==> src/hw/rtl/abts_pkg.sv <==
// Shared types and constants for the array binary tree store.
// Command codes, status codes, controller states and the command/status
// structs between controller and datapath. No dependencies.
`default_nettype none

package abts_pkg;

   // Default geometry of the node table.
   localparam int DEF_NODE_COUNT  = 63;
   localparam int DEF_LEVEL_COUNT = 6;

   // Fixed field widths.
   localparam int CMD_W    = 2;
   localparam int DEPTH_W  = 3;
   localparam int ORDER_W  = 6;
   localparam int LABEL_W  = 8;
   localparam int STATUS_W = 2;
   localparam int LENGTH_W = 6;
   localparam int LEVELS_W = 3;

   typedef enum logic [CMD_W-1:0] {
      CMD_CLEAR     = 2'd0,
      CMD_ASSIGN    = 2'd1,
      CMD_READ      = 2'd2,
      CMD_RELATIVES = 2'd3
   } cmd_type;

   localparam logic [STATUS_W-1:0] ST_OK      = 2'd0;
   localparam logic [STATUS_W-1:0] ST_REFUSED = 2'd1;
   localparam logic [STATUS_W-1:0] ST_OUTSIDE = 2'd2;

   // Which table entry the datapath reads this cycle.
   typedef enum logic [2:0] {
      RD_NONE,
      RD_LEFT,
      RD_RIGHT,
      RD_PARENT,
      RD_SIBLING,
      RD_SELF,
      RD_SCAN_UP,
      RD_SCAN_DN
   } rd_sel_type;

   typedef enum logic [4:0] {
      S_INIT,
      S_IDLE,
      S_DECODE,
      S_CLEAR,
      S_RD_SELF,
      S_RD_WAIT,
      S_ASG_RL,
      S_ASG_RR,
      S_ASG_RP,
      S_ASG_WAIT,
      S_ASG_WR,
      S_SHR_RD,
      S_SHR_CHK,
      S_SCAN_RD,
      S_SCAN_CHK,
      S_REL_RL,
      S_REL_RR,
      S_REL_RP,
      S_REL_RS,
      S_REL_WAIT,
      S_RESP
   } state_type;

   typedef struct packed {
      logic       accept;
      logic       sweep;
      rd_sel_type rd_sel;
      logic       commit;
      logic       scan_next;
      logic       shrink_step;
      logic       set_len;
      logic       take_hit;
      logic       respond;
   } dp_cmd_type;

   typedef struct packed {
      cmd_type cmd;
      logic    pos_ok;
      logic    key_ok;
      logic    sweep_last;
      logic    ptr_zero;
      logic    ptr_at_len;
      logic    rd_nonzero;
      logic    rd_match;
      logic    shrink_need;
   } dp_status_type;

endpackage

`default_nettype wire

==> src/hw/rtl/abts_ctrl.sv <==
// Controller state machine of the array binary tree store.
// Sequences table reads, writes and scans; depends on abts_pkg.
`default_nettype none

module abts_ctrl
   import abts_pkg::*;
(
   input  wire logic          clock,
   input  wire logic          reset,
   input  wire logic          start,
   input  wire dp_status_type dp_status,
   output logic               busy,
   output dp_cmd_type         dp_cmd
);

   state_type state_ff;
   state_type state_in;

   always_ff @(posedge clock) begin
      if (reset) begin
         state_ff <= S_INIT;
      end else begin
         state_ff <= state_in;
      end
   end

   always_comb begin
      state_in = state_ff;
      dp_cmd   = '0;
      dp_cmd.rd_sel = RD_NONE;
      busy     = (state_ff != S_IDLE);
      case (state_ff)
         S_INIT: begin
            dp_cmd.sweep = 1'b1;
            if (dp_status.sweep_last) state_in = S_IDLE;
         end
         S_IDLE: begin
            if (start) begin
               dp_cmd.accept = 1'b1;
               state_in      = S_DECODE;
            end
         end
         S_DECODE: begin
            case (dp_status.cmd)
               CMD_CLEAR:     state_in = S_CLEAR;
               CMD_ASSIGN:    state_in = dp_status.pos_ok ? S_ASG_RL : S_RESP;
               CMD_READ:      state_in = dp_status.pos_ok ? S_RD_SELF : S_RESP;
               CMD_RELATIVES: state_in = dp_status.key_ok ? S_SCAN_RD : S_RESP;
               default:       state_in = S_RESP;
            endcase
         end
         S_CLEAR: begin
            dp_cmd.sweep = 1'b1;
            if (dp_status.sweep_last) state_in = S_RESP;
         end
         S_RD_SELF: begin
            dp_cmd.rd_sel = RD_SELF;
            state_in      = S_RD_WAIT;
         end
         S_RD_WAIT: state_in = S_RESP;
         S_ASG_RL: begin
            dp_cmd.rd_sel = RD_LEFT;
            state_in      = S_ASG_RR;
         end
         S_ASG_RR: begin
            dp_cmd.rd_sel = RD_RIGHT;
            state_in      = S_ASG_RP;
         end
         S_ASG_RP: begin
            dp_cmd.rd_sel = RD_PARENT;
            state_in      = S_ASG_WAIT;
         end
         S_ASG_WAIT: state_in = S_ASG_WR;
         S_ASG_WR: begin
            dp_cmd.commit = 1'b1;
            state_in      = dp_status.shrink_need ? S_SHR_RD : S_RESP;
         end
         S_SHR_RD: begin
            if (dp_status.ptr_zero) begin
               dp_cmd.set_len = 1'b1;
               state_in       = S_RESP;
            end else begin
               dp_cmd.rd_sel = RD_SCAN_DN;
               state_in      = S_SHR_CHK;
            end
         end
         S_SHR_CHK: begin
            if (dp_status.rd_nonzero) begin
               dp_cmd.set_len = 1'b1;
               state_in       = S_RESP;
            end else begin
               dp_cmd.shrink_step = 1'b1;
               state_in           = S_SHR_RD;
            end
         end
         S_SCAN_RD: begin
            if (dp_status.ptr_at_len) begin
               state_in = S_RESP;
            end else begin
               dp_cmd.rd_sel = RD_SCAN_UP;
               state_in      = S_SCAN_CHK;
            end
         end
         S_SCAN_CHK: begin
            if (dp_status.rd_match) begin
               dp_cmd.take_hit = 1'b1;
               state_in        = S_REL_RL;
            end else begin
               dp_cmd.scan_next = 1'b1;
               state_in         = S_SCAN_RD;
            end
         end
         S_REL_RL: begin
            dp_cmd.rd_sel = RD_LEFT;
            state_in      = S_REL_RR;
         end
         S_REL_RR: begin
            dp_cmd.rd_sel = RD_RIGHT;
            state_in      = S_REL_RP;
         end
         S_REL_RP: begin
            dp_cmd.rd_sel = RD_PARENT;
            state_in      = S_REL_RS;
         end
         S_REL_RS: begin
            dp_cmd.rd_sel = RD_SIBLING;
            state_in      = S_REL_WAIT;
         end
         S_REL_WAIT: state_in = S_RESP;
         S_RESP: begin
            dp_cmd.respond = 1'b1;
            state_in       = S_IDLE;
         end
         default: state_in = S_IDLE;
      endcase
   end

endmodule

`default_nettype wire

==> src/hw/rtl/abts_datapath.sv <==
// Datapath of the array binary tree store: node table memory, index math,
// used-length tracking and result registers. Depends on abts_pkg.
`default_nettype none

module abts_datapath
   import abts_pkg::*;
#(
   parameter int NODE_COUNT  = DEF_NODE_COUNT,
   parameter int LEVEL_COUNT = DEF_LEVEL_COUNT
) (
   input  wire logic                clock,
   input  wire logic                reset,
   input  wire logic [CMD_W-1:0]    req_command,
   input  wire logic [DEPTH_W-1:0]  req_position_depth,
   input  wire logic [ORDER_W-1:0]  req_position_order,
   input  wire logic [LABEL_W-1:0]  req_write_value,
   input  wire logic [LABEL_W-1:0]  req_search_key,
   input  wire dp_cmd_type          dp_cmd,
   output dp_status_type            dp_status,
   output logic                     rsp_valid,
   output logic [STATUS_W-1:0]      rsp_status,
   output logic [LABEL_W-1:0]       rsp_read_value,
   output logic                     rsp_key_found,
   output logic [LABEL_W-1:0]       rsp_parent_label,
   output logic [LABEL_W-1:0]       rsp_left_label,
   output logic [LABEL_W-1:0]       rsp_right_label,
   output logic [LABEL_W-1:0]       rsp_left_sibling_label,
   output logic [LABEL_W-1:0]       rsp_right_sibling_label,
   output logic                     rsp_tree_empty,
   output logic [LENGTH_W-1:0]      rsp_used_length,
   output logic [LEVELS_W-1:0]      rsp_tree_levels
);

   localparam int IDX_W  = $clog2(NODE_COUNT);
   localparam int LEN_W  = $clog2(NODE_COUNT + 1);
   localparam int CH_W   = IDX_W + 2;
   localparam int CALC_W = (LEN_W > 8) ? LEN_W : 8;
   localparam int LVC_W  = $clog2(LEN_W + 1);

   // node table
   logic [LABEL_W-1:0] mem [NODE_COUNT];
   logic [LABEL_W-1:0] mem_rd_ff;
   rd_sel_type         cap_sel_ff;
   logic               cap_zero_ff;

   // latched command
   cmd_type            cmd_ff;
   logic [LABEL_W-1:0] wval_ff;
   logic [LABEL_W-1:0] key_ff;
   logic [IDX_W-1:0]   idx_ff;
   logic               pos_ok_ff;
   logic               found_ff;
   logic               refused_ff;

   // gathered labels
   logic [LABEL_W-1:0] lab_left_ff;
   logic [LABEL_W-1:0] lab_right_ff;
   logic [LABEL_W-1:0] lab_parent_ff;
   logic [LABEL_W-1:0] lab_sib_ff;
   logic [LABEL_W-1:0] lab_self_ff;

   // tree summary
   logic [LEN_W-1:0]   ptr_ff;
   logic [LEN_W-1:0]   len_ff;
   logic [LABEL_W-1:0] root_ff;

   // result registers
   logic                rsp_valid_ff;
   logic [STATUS_W-1:0] rsp_status_ff;
   logic [LABEL_W-1:0]  rsp_read_value_ff;
   logic                rsp_key_found_ff;
   logic [LABEL_W-1:0]  rsp_parent_label_ff;
   logic [LABEL_W-1:0]  rsp_left_label_ff;
   logic [LABEL_W-1:0]  rsp_right_label_ff;
   logic [LABEL_W-1:0]  rsp_left_sibling_label_ff;
   logic [LABEL_W-1:0]  rsp_right_sibling_label_ff;
   logic                rsp_tree_empty_ff;
   logic [LENGTH_W-1:0] rsp_used_length_ff;
   logic [LEVELS_W-1:0] rsp_tree_levels_ff;

   // position to heap index
   logic [CALC_W-1:0] depth_c;
   logic [CALC_W-1:0] order_c;
   logic [CALC_W-1:0] first_c;
   logic [CALC_W-1:0] idx_c;
   logic              pos_ok_c;

   always_comb begin
      depth_c  = CALC_W'(req_position_depth);
      order_c  = CALC_W'(req_position_order);
      first_c  = CALC_W'(1) << (req_position_depth - DEPTH_W'(1));
      idx_c    = first_c + order_c - CALC_W'(2);
      pos_ok_c = (depth_c >= CALC_W'(1)) && (depth_c <= CALC_W'(LEVEL_COUNT)) &&
                 (order_c >= CALC_W'(1)) && (order_c <= first_c) &&
                 (idx_c < CALC_W'(NODE_COUNT));
   end

   // read address generation; out-of-table reads come back as empty
   logic [CH_W-1:0]  idx_x;
   logic [CH_W-1:0]  ptr_x;
   logic [CH_W-1:0]  left_a;
   logic [CH_W-1:0]  right_a;
   logic [CH_W-1:0]  parent_a;
   logic [CH_W-1:0]  sib_a;
   logic [CH_W-1:0]  rd_full;
   logic             rd_zero;
   logic [IDX_W-1:0] rd_addr;

   always_comb begin
      idx_x    = CH_W'(idx_ff);
      ptr_x    = CH_W'(ptr_ff);
      left_a   = (idx_x << 1) + CH_W'(1);
      right_a  = (idx_x << 1) + CH_W'(2);
      parent_a = (idx_x - CH_W'(1)) >> 1;
      sib_a    = idx_ff[0] ? (idx_x + CH_W'(1)) : (idx_x - CH_W'(1));
      case (dp_cmd.rd_sel)
         RD_LEFT: begin
            rd_full = left_a;
            rd_zero = (left_a >= CH_W'(NODE_COUNT));
         end
         RD_RIGHT: begin
            rd_full = right_a;
            rd_zero = (right_a >= CH_W'(NODE_COUNT));
         end
         RD_PARENT: begin
            rd_full = parent_a;
            rd_zero = (idx_ff == '0);
         end
         RD_SIBLING: begin
            rd_full = sib_a;
            rd_zero = (idx_ff == '0) || (sib_a >= CH_W'(NODE_COUNT));
         end
         RD_SELF: begin
            rd_full = idx_x;
            rd_zero = 1'b0;
         end
         RD_SCAN_UP: begin
            rd_full = ptr_x;
            rd_zero = 1'b0;
         end
         RD_SCAN_DN: begin
            rd_full = ptr_x - CH_W'(1);
            rd_zero = 1'b0;
         end
         default: begin
            rd_full = '0;
            rd_zero = 1'b1;
         end
      endcase
      rd_addr = rd_zero ? '0 : rd_full[IDX_W-1:0];
   end

   logic [LABEL_W-1:0] rd_val;
   assign rd_val = cap_zero_ff ? '0 : mem_rd_ff;

   // tree rules on assign
   logic refuse;
   logic shrink_need;
   assign refuse = ((wval_ff == '0) && ((lab_left_ff != '0) || (lab_right_ff != '0))) ||
                   ((wval_ff != '0) && (idx_ff != '0) && (lab_parent_ff == '0));
   assign shrink_need = !refuse && (wval_ff == '0) &&
                        ((LEN_W'(idx_ff) + LEN_W'(1)) == len_ff);

   always_ff @(posedge clock) begin
      if (dp_cmd.sweep) begin
         mem[ptr_ff[IDX_W-1:0]] <= '0;
      end else if (dp_cmd.commit && !refuse) begin
         mem[idx_ff] <= wval_ff;
      end
      if (dp_cmd.rd_sel != RD_NONE) begin
         mem_rd_ff <= mem[rd_addr];
      end
   end

   // control state
   always_ff @(posedge clock) begin
      if (reset) begin
         ptr_ff       <= '0;
         len_ff       <= '0;
         root_ff      <= '0;
         cap_sel_ff   <= RD_NONE;
         cap_zero_ff  <= 1'b1;
         rsp_valid_ff <= 1'b0;
      end else begin
         rsp_valid_ff <= dp_cmd.respond;
         cap_sel_ff   <= dp_cmd.rd_sel;
         cap_zero_ff  <= rd_zero;
         if (dp_cmd.accept) begin
            ptr_ff <= '0;
         end else if (dp_cmd.sweep || dp_cmd.scan_next) begin
            ptr_ff <= ptr_ff + LEN_W'(1);
         end else if (dp_cmd.commit && shrink_need) begin
            ptr_ff <= LEN_W'(idx_ff);
         end else if (dp_cmd.shrink_step) begin
            ptr_ff <= ptr_ff - LEN_W'(1);
         end
         if (dp_cmd.sweep) begin
            len_ff  <= '0;
            root_ff <= '0;
         end else if (dp_cmd.set_len) begin
            len_ff <= ptr_ff;
         end else if (dp_cmd.commit && !refuse) begin
            if (idx_ff == '0) root_ff <= wval_ff;
            if ((wval_ff != '0) && ((LEN_W'(idx_ff) + LEN_W'(1)) > len_ff)) begin
               len_ff <= LEN_W'(idx_ff) + LEN_W'(1);
            end
         end
      end
   end

   // levels: smallest d with 2^d - 1 >= length
   logic [LVC_W-1:0]          lev_c;
   logic [LVC_W+LEVELS_W-1:0] lev_ext;
   logic [LEN_W+LENGTH_W-1:0] len_ext;

   always_comb begin
      lev_c = '0;
      for (int d = 0; d < LEN_W; d++) begin
         if ((LEN_W+1)'((1 << d) - 1) < {1'b0, len_ff}) lev_c = LVC_W'(d + 1);
      end
      lev_ext = {{LEVELS_W{1'b0}}, lev_c};
      len_ext = {{LENGTH_W{1'b0}}, len_ff};
   end

   logic rel_hit;
   assign rel_hit = (cmd_ff == CMD_RELATIVES) && found_ff;

   // payload
   always_ff @(posedge clock) begin
      if (dp_cmd.accept) begin
         cmd_ff     <= cmd_type'(req_command);
         wval_ff    <= req_write_value;
         key_ff     <= req_search_key;
         idx_ff     <= idx_c[IDX_W-1:0];
         pos_ok_ff  <= pos_ok_c;
         found_ff   <= 1'b0;
         refused_ff <= 1'b0;
      end else if (dp_cmd.take_hit) begin
         found_ff <= 1'b1;
         idx_ff   <= ptr_ff[IDX_W-1:0];
      end else if (dp_cmd.commit) begin
         refused_ff <= refuse;
      end

      case (cap_sel_ff)
         RD_LEFT:    lab_left_ff   <= rd_val;
         RD_RIGHT:   lab_right_ff  <= rd_val;
         RD_PARENT:  lab_parent_ff <= rd_val;
         RD_SIBLING: lab_sib_ff    <= rd_val;
         RD_SELF:    lab_self_ff   <= rd_val;
         default: ;
      endcase

      if (dp_cmd.respond) begin
         case (cmd_ff)
            CMD_ASSIGN: rsp_status_ff <= !pos_ok_ff ? ST_OUTSIDE :
                                         (refused_ff ? ST_REFUSED : ST_OK);
            CMD_READ:   rsp_status_ff <= !pos_ok_ff ? ST_OUTSIDE : ST_OK;
            default:    rsp_status_ff <= ST_OK;
         endcase
         rsp_read_value_ff <= ((cmd_ff == CMD_READ) && pos_ok_ff) ? lab_self_ff : '0;
         rsp_key_found_ff    <= rel_hit;
         rsp_parent_label_ff <= rel_hit ? lab_parent_ff : '0;
         rsp_left_label_ff   <= rel_hit ? lab_left_ff : '0;
         rsp_right_label_ff  <= rel_hit ? lab_right_ff : '0;
         rsp_left_sibling_label_ff  <= (rel_hit && !idx_ff[0]) ? lab_sib_ff : '0;
         rsp_right_sibling_label_ff <= (rel_hit && idx_ff[0]) ? lab_sib_ff : '0;
         rsp_tree_empty_ff  <= (root_ff == '0);
         rsp_used_length_ff <= len_ext[LENGTH_W-1:0];
         rsp_tree_levels_ff <= lev_ext[LEVELS_W-1:0];
      end
   end

   always_comb begin
      dp_status.cmd         = cmd_ff;
      dp_status.pos_ok      = pos_ok_ff;
      dp_status.key_ok      = (key_ff != '0) && (root_ff != '0);
      dp_status.sweep_last  = (ptr_ff == LEN_W'(NODE_COUNT - 1));
      dp_status.ptr_zero    = (ptr_ff == '0);
      dp_status.ptr_at_len  = (ptr_ff == len_ff);
      dp_status.rd_nonzero  = (rd_val != '0);
      dp_status.rd_match    = (rd_val == key_ff);
      dp_status.shrink_need = shrink_need;
   end

   assign rsp_valid               = rsp_valid_ff;
   assign rsp_status              = rsp_status_ff;
   assign rsp_read_value          = rsp_read_value_ff;
   assign rsp_key_found           = rsp_key_found_ff;
   assign rsp_parent_label        = rsp_parent_label_ff;
   assign rsp_left_label          = rsp_left_label_ff;
   assign rsp_right_label         = rsp_right_label_ff;
   assign rsp_left_sibling_label  = rsp_left_sibling_label_ff;
   assign rsp_right_sibling_label = rsp_right_sibling_label_ff;
   assign rsp_tree_empty          = rsp_tree_empty_ff;
   assign rsp_used_length         = rsp_used_length_ff;
   assign rsp_tree_levels         = rsp_tree_levels_ff;

endmodule

`default_nettype wire

==> src/hw/rtl/array_binary_tree_store.sv <==
// Top level of the array binary tree store; joins abts_ctrl and abts_datapath (abts_pkg).
// Steps on the one read port: read fetches the node; clear sweeps the table; assign reads
// left, right, parent, writes, walks the used length back; relatives scans to the used
// length for the key, then reads its relatives; bad position, zero key, empty tree skip.
// One command at a time; busy drops in the result cycle, so the next start fits there.
// Sync reset clears the table with busy high; results cannot stall.
`default_nettype none

module array_binary_tree_store
   import abts_pkg::*;
#(
   parameter int NODE_COUNT  = DEF_NODE_COUNT,
   parameter int LEVEL_COUNT = DEF_LEVEL_COUNT
) (
   input  wire logic                clock,
   input  wire logic                reset,
   // command channel: beat taken when start is high and busy is low
   input  wire logic                start,
   output logic                     busy,
   input  wire logic [CMD_W-1:0]    req_command,
   input  wire logic [DEPTH_W-1:0]  req_position_depth,
   input  wire logic [ORDER_W-1:0]  req_position_order,
   input  wire logic [LABEL_W-1:0]  req_write_value,
   input  wire logic [LABEL_W-1:0]  req_search_key,
   // result channel: one beat per command, valid for a single cycle
   output logic                     rsp_valid,
   output logic [STATUS_W-1:0]      rsp_status,
   output logic [LABEL_W-1:0]       rsp_read_value,
   output logic                     rsp_key_found,
   output logic [LABEL_W-1:0]       rsp_parent_label,
   output logic [LABEL_W-1:0]       rsp_left_label,
   output logic [LABEL_W-1:0]       rsp_right_label,
   output logic [LABEL_W-1:0]       rsp_left_sibling_label,
   output logic [LABEL_W-1:0]       rsp_right_sibling_label,
   output logic                     rsp_tree_empty,
   output logic [LENGTH_W-1:0]      rsp_used_length,
   output logic [LEVELS_W-1:0]      rsp_tree_levels
);

   // Controller only steers; all storage, index math and the result
   // registers live in the datapath.
   dp_cmd_type    dp_cmd;
   dp_status_type dp_status;

   abts_ctrl u_ctrl (
      .clock     (clock),
      .reset     (reset),
      .start     (start),
      .dp_status (dp_status),
      .busy      (busy),
      .dp_cmd    (dp_cmd)
   );

   // Datapath notes:
   //  - node table is a single-write, single-read memory with registered read data
   //  - child/sibling indexes past the table read as empty
   //  - used length grows on a nonempty write past the end and is walked
   //    back one entry at a time when the last entry is emptied
   //  - key search scans from index 0 up to the used length; first match wins
   abts_datapath #(
      .NODE_COUNT  (NODE_COUNT),
      .LEVEL_COUNT (LEVEL_COUNT)
   ) u_datapath (
      .clock                   (clock),
      .reset                   (reset),
      .req_command             (req_command),
      .req_position_depth      (req_position_depth),
      .req_position_order      (req_position_order),
      .req_write_value         (req_write_value),
      .req_search_key          (req_search_key),
      .dp_cmd                  (dp_cmd),
      .dp_status               (dp_status),
      .rsp_valid               (rsp_valid),
      .rsp_status              (rsp_status),
      .rsp_read_value          (rsp_read_value),
      .rsp_key_found           (rsp_key_found),
      .rsp_parent_label        (rsp_parent_label),
      .rsp_left_label          (rsp_left_label),
      .rsp_right_label         (rsp_right_label),
      .rsp_left_sibling_label  (rsp_left_sibling_label),
      .rsp_right_sibling_label (rsp_right_sibling_label),
      .rsp_tree_empty          (rsp_tree_empty),
      .rsp_used_length         (rsp_used_length),
      .rsp_tree_levels         (rsp_tree_levels)
   );

endmodule

`default_nettype wire
==> config.mk <==
export PLATFORM = sky130hd
export DESIGN_NAME = array_binary_tree_store
export DESIGN_NICKNAME = d
export VERILOG_FILES = /design/src/hw/rtl/abts_pkg.sv /design/src/hw/rtl/abts_ctrl.sv /design/src/hw/rtl/abts_datapath.sv /design/src/hw/rtl/array_binary_tree_store.sv
export SDC_FILE = /design/constraint.sdc
export NUM_CORES = 1
export LEC_CHECK = 0
export BUFFER_PORTS_ARGS = -buffer_cell sky130_fd_sc_hd__buf_2
export CAP_MARGIN = 0
export CORE_ASPECT_RATIO = 1.1
export CORE_MARGIN = 3
export CORE_UTILIZATION = 44
export CTS_BUF_LIST = sky130_fd_sc_hd__clkbuf_8
export DETAILED_ROUTE_END_ITERATION = 7
export SLEW_MARGIN = 20
export SYNTH_ARGS = -nofsm -noshare
export SYNTH_HDL_FRONTEND = slang
export SYNTH_SLANG_ARGS = --single-unit
==> constraint.sdc <==
create_clock -name clock -period 8.16 [get_ports clock]
set_input_delay 0.408 -clock clock [delete_from_list [all_inputs] [get_ports clock]]
set_output_delay 0.408 -clock clock [all_outputs]
set_load 0.02 [all_outputs]
Word level (Yosys, flattened, before mapping):

Memory sizes are Yosys's and may differ from the RTL's. A register that Yosys moved wholly into a read port is not among the register bits.
Index checks and enable logic that the tools add are counted.

* output and inout bits: 63
* memories kept: 1
* bits of input ports: 30
* register bits after elaboration: 158
* word-level logic and storage cells: 220
* bits in writable memories: 504

* shift operators: 1
* equality and inequality tests: 43
* reductions and logical operators: 56
* magnitude comparators: 15
* mux-type cells: 60
* add/sub/neg operators: 11
* bitwise gates (word level): 2

Memory list
* u_datapath.mem: depth 63, bits a word 8, read ports 1, clocked after Yosys merged registers in 1, write ports 1, line abts_datapath.sv:41 `logic [LABEL_W-1:0] mem [NODE_COUNT];`

Operators with widths (number)
* 5-bit one-hot mux with 19 select lines: 1
* 6-bit 2-to-1 mux: 10
* 5-bit 2-to-1 mux: 10
* 8-bit nonzero test: 6
* 6-bit one-hot mux with 7 select lines: 1
* 5-bit by 4-bit == test with 1-bit output (second input constant): 8
* 5-bit == test (second input constant): 5
* 8-bit by 6-bit greater-or-equal comparator with 1-bit output (second input constant): 3
* 8-bit logical NOT: 3
* 8-bit 2-to-1 mux: 3
* 1-bit 2-to-1 mux: 21
* 3-bit one-hot mux with 7 select lines: 1
* 5-bit by 3-bit == test with 1-bit output (second input constant): 4
* 5-bit one-hot mux with 4 select lines: 1
* 3-bit == test (second input constant): 6
* 1-bit logical AND: 17
* 2-bit 2-to-1 mux: 7
* 2-bit OR reduction: 7
* 6-bit by 1-bit adder with 6-bit output (second input constant): 2
* 3-bit by 2-bit == test with 1-bit output (second input constant): 4
* 6-bit == test: 2
* 6-bit logical NOT: 2
* 1-bit by 6-bit < comparator with 1-bit output (first input constant): 2
* 6-bit by 1-bit subtractor with 6-bit output (second input constant): 2
* 43 further kinds: 60

Logic depth before layout (Yosys ltp):

* word-level depth: 11
* mapped depth: 18
* gate-level depth less buffers: 13

Cells and area by module:

Synthesis repeated with hierarchy kept, for this count alone.

* cells, all modules: 2254
* area total of the unflattened synthesis: 29386.9 µm²

Modules (own cells, without submodules)
* abts_datapath: sequential area each 19698.9 µm², times used 1, cells an instance 2142, area an instance 28616.2 µm²
* abts_ctrl: sequential area each 100.1 µm², times used 1, cells an instance 112, area an instance 770.7 µm²

Worst setup path after synthesis:

OpenSTA, ideal clock, no wires.

* path type: register to register
* start point: register u_datapath.idx_ff[0]
* end point: memory u_datapath.mem[48][0] (enable)
* buffers on the path: 5
* slack: 3716 ps
* cell stages (with the launch flop): 17
* period minus slack after synthesis: 4444 ps
* setup time: 383 ps
* required time: 7777 ps
* data arrival time: 4061 ps
* cells stage by stage: edfxtp_1 -> clkbuf_1 -> clkbuf_1 -> inv_1 -> clkbuf_1 -> ha_1 -> nor3b_1 -> nand2_1 -> nand3_1 -> a21oi_1 -> nor2_1 -> clkbuf_1 -> clkbuf_1 -> nand3_1 -> o21ai_0 -> nand3_1 -> nor3_1

* word-level cells in the longest chain between the ends: 11
* elaborated cells on any way between the ends: 12
* classes of those cells: mux (5); reduce/logical (7)

Ends and longest elaborated chain
* from (decl): line abts_datapath.sv:50 `logic [IDX_W-1:0] idx_ff;`
* from (signal assigned): line abts_datapath.sv:234 `idx_ff <= idx_c[IDX_W-1:0];`
* from (signal assigned): line abts_datapath.sv:240 `idx_ff <= ptr_ff[IDX_W-1:0];`
* 6-bit nonzero test: line abts_datapath.sv:160 `((wval_ff != '0) && (idx_ff != '0) && (lab_parent_ff == '0));`
* 1-bit logical AND (2 in series): line abts_datapath.sv:160
* 1-bit logical OR: line abts_datapath.sv:159 `assign refuse = ((wval_ff == '0) && ((lab_left_ff != '0) || (lab_right_ff != '0))) ||`
* 1-bit logical NOT: line abts_datapath.sv:167 `end else if (dp_cmd.commit && !refuse) begin`
* 1-bit logical AND: line abts_datapath.sv:167
* 1-bit 2-to-1 mux: line abts_datapath.sv:167
* 1-bit 2-to-1 mux: line abts_datapath.sv:165 `if (dp_cmd.sweep) begin`
* 1-bit 2-to-1 mux (implied by the code): line abts_datapath.sv:168 `mem[idx_ff] <= wval_ff;`
* 8-bit OR reduction (no line)
* 6-bit 2-to-1 mux (no line) or 1-bit 2-to-1 mux (tied branches)
* to (decl): line abts_datapath.sv:41

Parallel ways exist; a longest one is shown, timed or not.

Final worst setup path:

* start point: register u_ctrl.state_ff[1]
* end point: register u_datapath.mem_rd_ff[0] (read register of u_datapath.mem) (data pin)

* word-level cells in the longest chain between the ends: 7
* elaborated cells on any way between the ends: 26
* classes of those cells: eq/ne (17); mux (4); reduce/logical (5)

Ends and longest elaborated chain
* from (decl): line abts_ctrl.sv:16 `state_type state_ff;`
* from (signal assigned): line abts_ctrl.sv:23 `state_ff <= state_in;`
* 5-bit by 4-bit == test with 1-bit output (tied with other cells): line abts_ctrl.sv:32 `case (state_ff)`
* 2-bit OR reduction (no line)
* 3-bit one-hot mux with 7 select lines (*): line abts_ctrl.sv:32
* 3-bit == test: line abts_datapath.sv:116 `case (dp_cmd.rd_sel)`
* 3-bit OR reduction (no line)
* 1-bit one-hot mux with 5 select lines: line abts_datapath.sv:116
* 6-bit 2-to-1 mux: line abts_datapath.sv:150 `rd_addr = rd_zero ? '0 : rd_full[IDX_W-1:0];`
* to (decl): line abts_datapath.sv:42 `logic [LABEL_W-1:0] mem_rd_ff;`

Every way passes the cells marked *; elsewhere a longest branch is shown, timed or not.
A chain may end at the register's enable or synchronous reset.

==> flow_summary.yaml <==
status:
  outcome: "finished, final reports clean"
floorplan:
  num_io_pins: 93
  dieArea_mm2: 0.0703
  die_h_um: 278
  chipWidth_um: 253
  core.rowCount: 99
  coreArea_mm2: 0.0664
  start_util_pct: 44.5
clock_network:
  clkTransAtPathRegs_ps: 60
  cts_buffers: 109
  cts_max_level: 3
  cts_resized: 0
  cts_tree: "yes"
  clockRootBuffer: "clkbuf_8"
  clock_sinks: 670
  clkLatencyLatePin_ps: 740
  clock_path_buffers: 3
  cts_setup_buffers: 0
  postCtsHoldBufs: 18
sta:
  finalSetupViolations: 0
  finalCritPeriodShare_pct: 73.5
  hold_viol: 0
  skew_ps: 48.8
  rsz0062_at_grt: "false"
  drv_slew: 0
  fin_crit_ps: 6000
  worst_slew_pin_slew_ps: 1160
  fin_tns_setup_ps: 0
  max_freq_mhz: 167
  max_slew_margin_pct: 22.6
run:
  maxCapViolCount: 0
logic_synthesis:
  ys_types: 101
  synthArstFlopShare_pct: 0
  ys.flop_type: "edfxtp_1"
  avgSynthCellArea_um2: 13.4
  yosysWarningCount: 0
  synth_seq_area_share_pct: 67.0
  syn-num-nets: 2268
  synthCells: 2201
  synth_seq_cells: 670
  syn_area_mm2: 0.0296
  synth-edff-count: 638
worst_setup_path:
  critPathKind: "flop to flop"
  cp-end-kind: "flop"
  cp.required_ps: 8610
  worstPathArrival_ps: 6450
  cp-start-kind: "flop"
  worstPathMaxFanout: 30
grt:
  grt_first_pass_wirelength_um: 128000
  antenna_found_initial: 0
  grt_remaining_overflow: 0
  grt_pass1_vias: 19900
  grt_start_max_net_pins: 64
  grt_usage_pct: 24.3
layout:
  largest_reg_flops: 504
  final_common_cell: "edfxtp_1"
  drive_gt1_share_pct: 16.5
  nNetsFinal: 2406
  antenna_cells: 0
  area_growth_pct: 12.4
  top_register: "u_datapath.mem"
  final_cell_mix: "edfxtp_1 (638), nand2_1 (172), nor2_1 (143)"
power_and_ir_drop:
  ir_drop_uv: 136
  p_total_mw: 6.82
  powerDensity_mw_per_mm2: 205
  p_leak_nw: 11.5
drt:
  drt_wl_total_um: 85900
  wl_per_cell_um: 26.2
  first_iter_violations: 2127
  drc_errors: 0
  drtAntennaViolNets: 0
  first_pass_iters: 6
  num_vias: 20100
  via_per_inst: 6.13
place:
  dp.final_hpwl_um: 54200
  gp_congestion: 0.957
  portBuffers: 92
worst_hold_path:
  hold_class: "primary input to flop"
## power breakdown
group / switching [mW] / total (mW) / internal [mW]
Combinational: 0.142 / 0.219 / 0.0770
Sequential: 0.0129 / 3.74 / 3.73
Clock: 1.37 / 2.85 / 1.49
Total: 1.52 / 6.82 / 5.29
## layout make-up
type | count | area [um^2]
fill | 5784 | 33200
sequential | 670 | 19800
multi-input combinational | 1345 | 8950
clock buffer | 113 | 1560
timing repair buffer | 177 | 1160
tap | 858 | 1070
clock inverter | 86 | 562
inverter | 36 | 135
## cell usage after synthesis (all sizes together), types with 17 or more instances
cell | number | area share (%)
edfxtp | 638 | 65
nand2 | 175 | 2.2
nor2 | 150 | 1.9
o21ai | 99 | 1.7
buf | 92 | 1.9
nand3 | 84 | 1.4
and3 | 82 | 1.7
a21oi | 78 | 1.3
mux2i | 77 | 2.6
nor3 | 59 | 1.0
clkbuf | 58 | 0.74
mux2 | 38 | 1.4
ha | 36 | 1.5
inv | 35 | 0.44
dfxtp | 32 | 2.2
a211oi | 29 | 0.75
a31oi | 26 | 0.57
xnor2 | 24 | 0.71
a221oi | 21 | 0.62
nor4 | 18 | 0.42
o211ai | 18 | 0.47
and2 | 17 | 0.36
## through the flow
stage / hold slack [ps] / util [%] / cells / instance area [um^2] / setup slack [ps]
after detailed placement: 479 / 46.6 / 3068 / 30900 / 2540
final: 76.2 / 50.1 / 3285 / 33200 / 2160
after global routing: 52.0 / 50.1 / 3285 / 33200 / 2070
after floorplan: 451 / - / 2201 / 29600 / 3720
after global placement: 465 / 46.6 / 3068 / 30900 / 2530
after CTS: 18.7 / 50.0 / 3285 / 33200 / 2510
## critical path, cell delays in order, from the launching register on
cell and delay (ps):
dfxtp_1 910, nand2_1 520, a2111oi_2 510, nor4_2 70, buf_4 190, mux2i_1 230
o211a_2 670, nand2_2 760, o311ai_0 670, a211oi_1 110, o41ai_1 830, o2111ai_1 220
## kinds of logic (layout without fill, tap and decap cells)
kind of cell	after synthesis	after routing	synth area share (%)
simple gates	675	675	11.4
flops	670	670	67.0
compound gates	478	478	11.6
buf+inv	186	412	3.08
mux	119	119	4.36
fa+ha+maj	37	37	1.59
xor+xnor	36	36	1.07
## routing by layer
| metal | global-route usage (%) | share of wire, % | vias up |
|---|---|---|---|
| met2 | 40.1 | 49 | 1076 |
| met3 | 4.52 | 8.1 | 216 |
| met1 | 31.2 | 39 | 9995 |
| li1 | - | - | 8856 |
| met5 | 0 | 0 | - |
| met4 | 10.9 | 4.2 | 0 |
## final timing paths
kind / slack [ps] / start / cells past startpoint / to
max: 2160 / u_ctrl.state_ff[1] / 11 / u_datapath.mem_rd_ff[0]
min: 80 / reset / 2 / u_ctrl.state_ff[1]
max reg2reg: 2160 / u_ctrl.state_ff[1] / 11 / u_datapath.mem_rd_ff[0]
min reg2reg: 490 / u_datapath.root_ff[3] / 2 / u_datapath.root_ff[3]
No activity file was read; power rests on OpenSTA's default activity.
